`src/rtl/va_sa_pkg.sv`:
```
// Shared types and codes for the slot allocator with fault decode.
// Holds the request and response beat layouts, opcodes and status codes.
// Depends on nothing; the top level imports it.
package va_sa_pkg;

	localparam int SLOT_COUNT_DEF  = 32;
	localparam int STRIDE_LOG2_DEF = 31;

	localparam int IDX_W = 6;

	localparam logic [2:0] OP_ALLOC     = 3'd0;
	localparam logic [2:0] OP_RELEASE   = 3'd1;
	localparam logic [2:0] OP_SET_OWNER = 3'd2;
	localparam logic [2:0] OP_FAULT     = 3'd3;
	localparam logic [2:0] OP_CONTAINS  = 3'd4;
	localparam logic [2:0] OP_SLOT_ADDR = 3'd5;

	localparam logic [1:0] ST_OK      = 2'd0;
	localparam logic [1:0] ST_FULL    = 2'd1;
	localparam logic [1:0] ST_OUTSIDE = 2'd2;
	localparam logic [1:0] ST_RANGE   = 2'd3;

	typedef struct packed {
		logic [2:0]       opcode;
		logic [IDX_W-1:0] slot_index;
		logic [31:0]      owner_tag;
		logic [63:0]      query_address;
	} req_t;

	typedef struct packed {
		logic [1:0]       status;
		logic [IDX_W-1:0] granted_or_found_slot;
		logic [31:0]      slot_owner;
		logic [30:0]      offset_in_slot;
		logic             slot_reserved;
		logic [63:0]      slot_base_address;
	} rsp_t;

endpackage

```
`src/rtl/va_slot_allocator_with_fault_decode_core.sv`:
```
// Top level of the slot allocator over a virtual-address window, with fault decode.
// Holds the occupancy flops, the owner-tag memory and the two-stage request path.
// Depends on va_sa_pkg for beat layouts, opcodes and status codes.
//
//  Channel | Signals                        | Direction | Beat
//  --------+--------------------------------+-----------+------------------------------
//  request | req_valid, req_stall, req      | in        | req_t: opcode, slot, tag, addr
//  result  | rsp_valid, rsp_stall, rsp      | out       | rsp_t: status, slot, owner ...
//  config  | cfg_we, cfg_data               | in        | 64-bit window base address
//
// A request beat is accepted into stage 1, moves on to stage 2 and then lands in
// the output register. The owner-tag memory has a registered read port, and
// stage 1 reads and writes the shared state, so the block holds one request at
// a time: a new beat is not taken while stage 1 is busy or stage 2 is held.
// The output register separates the sides: a request is accepted while the
// previous result still waits, and stage 2 holds while the output is stalled.
// Reset clears the occupancy bits, the per-entry owner valid bits and the base
// register at once; there is no clearing pass over the owner memory.
module va_slot_allocator_with_fault_decode_core
	import va_sa_pkg::*;
#(
	parameter int SLOT_COUNT  = SLOT_COUNT_DEF,
	parameter int STRIDE_LOG2 = STRIDE_LOG2_DEF
) (
	input  logic        clk,
	input  logic        arst_n,
	input  logic        cfg_we,
	input  logic [63:0] cfg_data,
	input  logic        req_valid,
	output logic        req_stall,
	input  req_t        req,
	output logic        rsp_valid,
	input  logic        rsp_stall,
	output rsp_t        rsp
);

	// Address width of the slot-indexed storage.
	localparam int AW  = (SLOT_COUNT > 1) ? $clog2(SLOT_COUNT) : 1;
	// Width of the address bits above the slot stride.
	localparam int HIW = 64 - STRIDE_LOG2;
	// Offset bits that survive into the 31-bit offset field.
	localparam logic [30:0] OFF_MASK = (STRIDE_LOG2 >= 31) ? 31'h7FFF_FFFF
		: 31'((64'd1 << STRIDE_LOG2) - 64'd1);

	// Configuration and allocator state.
	logic [63:0]           base_q;
	logic [SLOT_COUNT-1:0] occ_q;
	logic [SLOT_COUNT-1:0] tag_vld_q;
	logic [31:0]           tag_mem [SLOT_COUNT];
	logic [31:0]           rd_data_q;
	logic                  rd_vld_q;

	// Pipeline.
	logic        v_s1;
	req_t        req_s1;
	logic        v_s2;
	logic        own_en_s2;
	rsp_t        rsp_s2;
	rsp_t        rsp_fin;
	logic        rsp_valid_q;
	rsp_t        rsp_q;

	logic        req_acc;
	logic        s2_adv;

	// Stage 1 decode.
	logic [64:0]    diff;
	logic [63:0]    rel;
	logic           in_window;
	logic           idx_ok;
	logic           free_found;
	logic [AW-1:0]  free_idx;
	logic [AW-1:0]  idx_a;
	logic [AW-1:0]  fault_a;
	logic           tag_we;
	logic [31:0]    tag_wdata;
	logic           tag_re;
	logic           occ_set;
	logic           occ_clr;
	rsp_t           rsp_d;

	// Handshake. Stage 2 may hand over to the output register in the same
	// cycle that a new beat enters stage 1.
	assign s2_adv    = !rsp_valid_q || !rsp_stall;
	assign req_stall = v_s1 || (v_s2 && !s2_adv);
	assign req_acc   = req_valid && !req_stall;

	// Window test without wraparound: the subtraction must not borrow, and the
	// bits of the offset above one stride must name a slot below SLOT_COUNT.
	assign diff      = {1'b0, req_s1.query_address} - {1'b0, base_q};
	assign rel       = diff[63:0];
	assign in_window = !diff[64] && (rel[63:STRIDE_LOG2] < HIW'(SLOT_COUNT));

	assign idx_ok  = {1'b0, req_s1.slot_index} < (IDX_W + 1)'(SLOT_COUNT);
	assign idx_a   = req_s1.slot_index[AW-1:0];
	assign fault_a = rel[STRIDE_LOG2 +: AW];

	// Lowest free slot: scan from the top so the lowest index wins.
	always_comb begin
		free_found = 1'b0;
		free_idx   = '0;
		for (int i = SLOT_COUNT - 1; i >= 0; i--) begin
			if (!occ_q[i]) begin
				free_found = 1'b1;
				free_idx   = AW'(i);
			end
		end
	end

	// Stage 1: form everything except the owner tag, which comes from memory.
	always_comb begin
		rsp_d     = '0;
		tag_we    = 1'b0;
		tag_wdata = req_s1.owner_tag;
		tag_re    = 1'b0;
		occ_set   = 1'b0;
		occ_clr   = 1'b0;
		case (req_s1.opcode)
			OP_ALLOC: begin
				if (free_found) begin
					occ_set                     = v_s1;
					rsp_d.granted_or_found_slot = IDX_W'(free_idx);
				end else begin
					rsp_d.status = ST_FULL;
				end
			end
			OP_RELEASE: begin
				if (idx_ok) begin
					occ_clr = v_s1;
				end else begin
					rsp_d.status = ST_RANGE;
				end
			end
			OP_SET_OWNER: begin
				if (idx_ok) begin
					tag_we = v_s1;
				end else begin
					rsp_d.status = ST_RANGE;
				end
			end
			OP_FAULT: begin
				if (in_window) begin
					tag_re                      = v_s1;
					rsp_d.granted_or_found_slot = rel[STRIDE_LOG2 +: IDX_W];
					rsp_d.offset_in_slot        = rel[30:0] & OFF_MASK;
					rsp_d.slot_reserved         = occ_q[fault_a];
				end else begin
					rsp_d.status = ST_OUTSIDE;
				end
			end
			OP_CONTAINS: begin
				if (!in_window) begin
					rsp_d.status = ST_OUTSIDE;
				end
			end
			OP_SLOT_ADDR: begin
				// No range check here: any index is scaled and added, modulo 2^64.
				rsp_d.slot_base_address = base_q + (64'(req_s1.slot_index) << STRIDE_LOG2);
			end
			default: begin
			end
		endcase
	end

	// Control registers: pipeline valids, output valid, base, occupancy and
	// the per-entry valid bits that make an unwritten owner tag read as zero.
	always_ff @(posedge clk or negedge arst_n) begin
		if (!arst_n) begin
			v_s1        <= 1'b0;
			v_s2        <= 1'b0;
			rsp_valid_q <= 1'b0;
			base_q      <= '0;
			occ_q       <= '0;
			tag_vld_q   <= '0;
			rd_vld_q    <= 1'b0;
		end else begin
			v_s1        <= req_acc;
			v_s2        <= v_s1 || (v_s2 && !s2_adv);
			rsp_valid_q <= (v_s2 && s2_adv) || (rsp_valid_q && rsp_stall);
			if (cfg_we) begin
				base_q <= cfg_data;
			end
			if (occ_set) begin
				occ_q[free_idx] <= 1'b1;
			end
			if (occ_clr) begin
				occ_q[idx_a]     <= 1'b0;
				tag_vld_q[idx_a] <= 1'b0;
			end
			if (tag_we) begin
				tag_vld_q[idx_a] <= 1'b1;
			end
			if (tag_re) begin
				rd_vld_q <= tag_vld_q[fault_a];
			end
		end
	end

	// Owner-tag memory: one write port, one registered read port.
	always_ff @(posedge clk) begin
		if (tag_we) begin
			tag_mem[idx_a] <= tag_wdata;
		end
		if (tag_re) begin
			rd_data_q <= tag_mem[fault_a];
		end
	end

	// Stage 2 output: the owner tag from memory joins the rest of the beat here.
	always_comb begin
		rsp_fin            = rsp_s2;
		rsp_fin.slot_owner = (own_en_s2 && rd_vld_q) ? rd_data_q : 32'd0;
	end

	// Payload registers.
	always_ff @(posedge clk) begin
		if (req_acc) begin
			req_s1 <= req;
		end
		if (v_s1) begin
			rsp_s2    <= rsp_d;
			own_en_s2 <= tag_re;
		end
		if (v_s2 && s2_adv) begin
			rsp_q <= rsp_fin;
		end
	end

	assign rsp_valid = rsp_valid_q;
	assign rsp       = rsp_q;

	// Only one request is ever inside the two stages.
	a_single_item: assert property (@(posedge clk) disable iff (!arst_n)
		!(v_s1 && v_s2))
		else $error("two requests in flight");

	// A granted slot is marked allocated right after the grant.
	a_alloc_sets: assert property (@(posedge clk) disable iff (!arst_n)
		occ_set |=> occ_q[$past(free_idx)])
		else $error("allocated slot not marked busy");

	// A release leaves its slot free and its owner tag reading as zero.
	a_release_clears: assert property (@(posedge clk) disable iff (!arst_n)
		occ_clr |=> (!occ_q[$past(idx_a)] && !tag_vld_q[$past(idx_a)]))
		else $error("released slot still busy or tagged");

	// A full pool answers with slot zero and a zero owner tag.
	a_full_clean: assert property (@(posedge clk) disable iff (!arst_n)
		(rsp_valid && rsp.status == ST_FULL) |->
		(rsp.granted_or_found_slot == '0 && rsp.slot_owner == 32'd0))
		else $error("full status carries a slot");

endmodule
```
`config.mk`:
```
export PLATFORM = sky130hd
export DESIGN_NAME = va_slot_allocator_with_fault_decode_core
export DESIGN_NICKNAME = d
export VERILOG_FILES = /design/src/rtl/va_sa_pkg.sv /design/src/rtl/va_slot_allocator_with_fault_decode_core.sv
export SDC_FILE = /design/constraint.sdc
export NUM_CORES = 2
export LEC_CHECK = 0
export BUFFER_PORTS_ARGS = -buffer_cell sky130_fd_sc_hd__buf_2
export CAP_MARGIN = 20
export CORE_UTILIZATION = 60
export DETAILED_ROUTE_END_ITERATION = 10
export PLACE_DENSITY_LB_ADDON = 0.2
export REMOVE_ABC_BUFFERS = 1
export SLEW_MARGIN = 0
export SYNTH_ARGS = -nofsm -noshare
export SYNTH_HDL_FRONTEND = slang
export SYNTH_SLANG_ARGS = --single-unit
```
`constraint.sdc`:
```
create_clock -name clk -period 12.72 [get_ports clk]
set_input_delay 2.544 -clock clk [delete_from_list [all_inputs] [get_ports clk]]
set_output_delay 2.544 -clock clk [all_outputs]
set_load 0.02 [all_outputs]
```
---- After elaboration in Yosys (flattened, before gate mapping) ----
Memory sizes are Yosys's and may differ from the RTL's. A register that Yosys moved wholly into a read port is not among the register bits.
Cells that the tools add are included.
storage, ports and cells
  register bits ........................... 478
  bits in latches ......................... 0
  bits in writable memories ............... 1,024
  bits in read-only memories .............. 0
  output and inout port bits .............. 138
  logic and storage cells ................. 155
  memories ................................ 1
memories
  memory   depth  bits a word  rd ports  clocked after Yosys merged registers in  write ports  line                                            RTL
  tag_mem  32     32           1         1                                        1            va_slot_allocator_with_fault_decode_core.sv:49  logic [31:0] tag_mem [SLOT_COUNT];
cells by class
  add/sub/neg operators ................... 2
  $mul .................................... 0
  divide/modulo/power cells ............... 0
  order comparisons ....................... 7
  equal/unequal tests ..................... 5
  shift-type cells ........................ 0
  muxes and demuxes ....................... 92
  bitwise gates (word level) .............. 5
  reductions and logical operators ........ 20
operator list
  kind                                                                                  count
  5-bit 2-to-1 mux                                                                      33
  32-bit 2-to-1 mux                                                                     4
  64-bit by 64-bit subtractor with 65-bit output                                        1
  64-bit by 37-bit adder with 64-bit output                                             1
  32-bit AND                                                                            2
  32-bit OR                                                                             2
  1-bit 2-to-1 mux                                                                      46
  33-bit by 6-bit < comparator with 1-bit output (second input constant)                1
  32-bit inverter                                                                       1
  5-bit by 6-bit < comparator with 1-bit output (second input constant)                 3
  6-bit case mux with 2 select lines                                                    1
  1-bit binary-select mux with 5-bit select                                             2
  1-bit demux with 5-bit select                                                         2
  5-bit by 1-bit greater-or-equal comparator with 1-bit output (second input constant)  2
  1-bit logical AND                                                                     8
  3-bit by 2-bit equality test with 1-bit output (second input constant)                2
  3-bit equality test (second input constant)                                           2
  6-bit < comparator (second input constant)                                            1
  6-bit 2-to-1 mux                                                                      1
  2-bit case mux with 3 select lines                                                    1
  1-bit zero test                                                                       5
  2-bit 2-to-1 mux                                                                      2
  2-bit OR reduction                                                                    2
  3-bit by 1-bit equality test with 1-bit output (second input constant)                1
  3 further kinds                                                                       5

---- Depth between registers and ports, before layout ----
  depth after elaboration ................. 40
  gate-level depth with buffers ........... 20
  gate-level depth less buffers ........... 15

---- Worst setup path after synthesis ----
No wires, ideal clock.
  kind .................................... input to register
  start point ............................. in rsp_stall
  end point ............................... reg rsp_q, in the netlist rsp[0], enable pin
  arrival ................................. 12,330 ps
  data required time ...................... 11,880 ps
  path slack .............................. -449 ps
  stages .................................. 1
  path buffers ............................ 0
  cells stage by stage .................... a21boi_0
between the ends
  longest elaborated chain between the ends .. 3
ends and longest elaborated chain
  item                  line                                             RTL
  start, declared       va_slot_allocator_with_fault_decode_core.sv:33   input logic rsp_stall,
  1-bit zero test       va_slot_allocator_with_fault_decode_core.sv:84   assign s2_adv = !rsp_valid_q || !rsp_stall;
  1-bit logical OR      va_slot_allocator_with_fault_decode_core.sv:84
  1-bit logical AND     va_slot_allocator_with_fault_decode_core.sv:224  if (v_s2 && s2_adv) begin
  end signal, assigned  va_slot_allocator_with_fault_decode_core.sv:225  rsp_q <= rsp_fin;
  end, declared         va_slot_allocator_with_fault_decode_core.sv:61   rsp_t rsp_q;
No other way between the ends.
A chain may end at the register's enable or synchronous reset.

---- Worst setup path in the final report ----
  start point ............................. reg base_q[0]
  end point ............................... reg rd_data_q[11], read port of tag_mem (data pin)
between the ends
  longest elaborated chain between the ends .. 5
  elaborated cells on any way between the ends .. 6
ends and longest elaborated chain
  item                                                                               line                                             RTL
  start, declared                                                                    va_slot_allocator_with_fault_decode_core.sv:46   logic [63:0] base_q;
  start signal, assigned                                                             va_slot_allocator_with_fault_decode_core.sv:181  base_q <= cfg_data;
  64-bit by 64-bit subtractor with 65-bit output *                                   va_slot_allocator_with_fault_decode_core.sv:90   assign diff = {1'b0, req_s1.query_address} - {1'b0, base_q};
  33-bit by 6-bit < comparator with 1-bit output or 1-bit zero test (tied branches)  va_slot_allocator_with_fault_decode_core.sv:92   assign in_window = !diff[64] && (rel[63:STRIDE_LOG2] < HIW'(SLOT_COUNT));
  1-bit logical AND                                                                  va_slot_allocator_with_fault_decode_core.sv:92
  1-bit 2-to-1 mux                                                                   va_slot_allocator_with_fault_decode_core.sv:142  if (in_window) begin
  1-bit 2-to-1 mux                                                                   va_slot_allocator_with_fault_decode_core.sv:118  case (req_s1.opcode)
  end, declared                                                                      va_slot_allocator_with_fault_decode_core.sv:50   logic [31:0] rd_data_q;
Every way passes the cells marked *; elsewhere a longest branch is shown, timed or not.

==> results by group <==
Outcome
  • Outcome: completed

Setup path
  • CP max stage delay: 900 ps
  • CP max stage cell: buf_4
  • CP Capture Type: flop
  • CP Max Fanout: 246
  • CP Class: reg2reg
  • Critical path cell sequence: ha_1 > fa_1 > nand2b_1 > a21o_1 > a311oi_1 > a41o_1 > o211a_1 > o21ai_4 > buf_4 > nand2_4 > buf_12 > buf_4 > a211oi_1 > a31oi_1 > o22ai_1 > or4_1 > a31oi_1
  • CP required: 13,330 ps
  • Crit path max-delay family: compound AO/OA/AOI/OAI gates
  • Bufs and invs on worst path: 3
  • Signal arrival time at the worst endpoint: about 7600 ps
  • Startpoint Class: flop

Synthesis
  • Mapped Area: 0.0633 mm²
  • Mapped Cells: 4,919
  • Sequential share of the synthesized area: 0.717
  • Most common flop cell mapped by yosys: edfxtp_1
  • Avg Cell Area, Syn: 12.9 µm²
  • Unique masters post-synth: 81
  • EDFF count, synth: 1,402
  • Async SR Flop Fraction: 0.0860
  • FF+latch count, synth: 1,534
  • Synth warnings: 0

Timing
  • Clock Skew: 31.7 ps
  • Worst slew pin tran: 1170 ps
  • RSZ-0062 raised after global routing: no
  • Hold WS: roughly 410 ps
  • Slew Viols, Final: 0
  • Finish-stage setup viols: 0
  • Relative slew slack: 0.219
  • Setup TNS Final: 0 ps
  • Final period util: 0.549
  • Fmax: about 140 MHz
  • Fin crit period: 6990 ps
  • Final Hold Viols: 0

Clock tree
  • CTS hold repair buffers: 0
  • Clk Latency, worst-skew pair: between 700 and 800 ps
  • Htree depth: 4
  • Reg clk slew, reported paths: around 70 ps
  • Clock Path Buffers: 3
  • Post-CTS setup buffer count: 0
  • Clk sinks: 1,534
  • Post_cts resized: 0
  • CTS buffer count: 153
  • CTS Root Cell: clkbuf_16
  • CTS tree: done

Route
  • Wirelength, routed: roughly 170,000 µm
  • 1st-pass router iterations: 8
  • Via-per-instance ratio: 6.42
  • Remaining DRCs: 0
  • Starting DRT DRC Count: approximately 5,400
  • Routed len/inst: 25.8 µm
  • Final ANT Viol Nets: 0
  • Vias: around 43,000

Power
  • Reg power frac: 0.460
  • Total Power: 12,700 µW
  • Clock Power Share: 0.352
  • Power per cell area: 178 mW/mm²
  • Leak: 0.0257 µW
  • Max rail drop VDD: 0.157 mV
  • Gate power share: 0.188
  • Sw Share: 0.290
  • Design internal power: roughly 9000 µW
  • Net Switching: about 3700 µW

Place
  • Post-DP HPWL: 95,500 µm
  • GPL Wtd Cong: 0.957
  • Post-Place Cell Area: 0.0662 mm²
  • Port bufs: 311
  • Cell count after placement: 6,376

Floorplan
  • Die height: between 300 and 400 µm
  • Die W: 327 µm
  • Row count: 118
  • Core area: 0.104 mm²
  • Die area: 0.107 mm²
  • Initial Util: 0.608
  • Ports: 312

Cells and area
  • Commonest cells after routing, fill and taps aside: edfxtp_1 (1,402), nand2_1 (964), nand3_1 (358), buf_2 (309), a21oi_1 (220)
  • Fin cells: 6,658
  • Final instance area: 0.0712 mm²
  • Filler Cells Inserted: between 7,000 and 8,000
  • Commonest non-fill, non-tap cell in the layout: edfxtp_1
  • P&R area growth vs syn: 12.5%
  • Final nets: 5,398
  • Share of cells above drive strength 1: 0.130

Flow run
  • Max-cap check violation count: 0

GRT
  • Total track usage: 0.320
  • Pin count of the biggest net entering global routing: 247
  • Initial antenna violation count: 5
  • Total gr overflow: 0
  • Vias in the first global route: 40,900
  • Global-route wire length before repair: ~250,000 µm

Min path
  • Hold/Removal Path Class: reg2reg
[Yosys cell counts (34+ instances only)]
cell	n	area, µm²
clkbuf_1	190	713
nand3_1	358	1790
or4_1	35	263
nor2_1	185	694
nand2_1	969	3640
a311oi_1	68	596
nand4_1	34	213
dfrtp_1	132	3300
a21oi_1	220	1100
o22ai_1	40	250
inv_1	86	323
ha_1	70	876
o21ai_0	187	936
and3_1	178	1110
edfxtp_1	1402	42100
nor3_1	65	325
a31oi_1	115	719
buf_2	97	485
a211oi_1	140	1050
xnor2_1	51	447
[stage by stage]
| stage | setup WS [ps] | utilization |
|---|---|---|
| 2_1_floorplan | -4050 | - |
| 3_3_place_gp | 6010 | 0.636 |
| 3_5_place_dp | 5870 | 0.636 |
| 4_1_cts | 5830 | 0.684 |
| 5_1_grt | 5370 | 0.684 |
| 6_report | 5730 | 0.684 |
[metal layers]
layer	share of wire	routed length, µm	track usage	vias to the layer above
li1	-	-	-	18800
met1	0.39	67800	0.449	21100
met2	0.46	79800	0.497	2445
met3	0.10	17600	0.0630	407
met4	0.039	6700	0.124	4
met5	0.00013	22	0	-
[power groups by stage]
stage	Sequential [µW]	Combinational, µW	Clock (µW)
final	5850	2390	4470
after global routing	5860	2600	4690
after CTS	5850	2370	4510
after detailed placement	5950	2350	0
after global placement	5950	2310	0
after floorplan	6010	1810	0
[cells by family (layout without fill, tap and decap cells)]
logic type | count (synthesis) | after routing | share of synthesized area
buffers and inverters | 395 | 751 | 0.0255
other | 1 | 4 | 0.0000592
xor gates and xnor gates | 68 | 68 | 0.00953
DFF | 1534 | 1534 | 0.717
AOI/OAI and AO/OA | 896 | 896 | 0.0894
adders and majority gates | 72 | 72 | 0.0145
and+or+nand+nor | 1938 | 1938 | 0.140
muxes | 15 | 15 | 0.00419
[area by class of cell]
class	count	area, µm²	share of cell area
inverter	87	327	0.00458
antenna	3	7.51	0.000105
tap	1380	1730	0.0242
multi-input combinational	2990	16600	0.233
timing repair buffer	386	2190	0.0307
sequential	1534	45400	0.637
clock inverter	83	835	0.0117
clock buffer	195	4110	0.0577
[worst paths after layout]
path	startpoint	to	slack, ps	depth (start not counted)
worst max-delay path	base_q[0]$_DFFE_PN0P_	rd_data_q[11]$_DFFE_PP_	5730	17
worst min-delay path	rsp_fin[76]$_SDFFCE_PN0P_	rsp[76]$_DFFE_PP_	410	0
worst max register to register	base_q[0]$_DFFE_PN0P_	rd_data_q[11]$_DFFE_PP_	5730	17
worst min register to register	rsp_fin[76]$_SDFFCE_PN0P_	rsp[76]$_DFFE_PP_	410	0
max in group asynchronous	arst_n	occ_q[20]$_DFF_PN0_	9460	2
min in group asynchronous	arst_n	base_q[8]$_DFFE_PN0P_	1800	1
[state kept, by name, summed over array words and instances, names as in the netlist, 5 cells and up]
name and count:
idx_a 5, req_s1 68, tag_wdata 32, occ_q 32, base_q 64, rsp_fin 104, tag_vld_q 32, rd_data_q 32
tag_mem 1024, rsp 136
(Power assumes the default switching activity.)
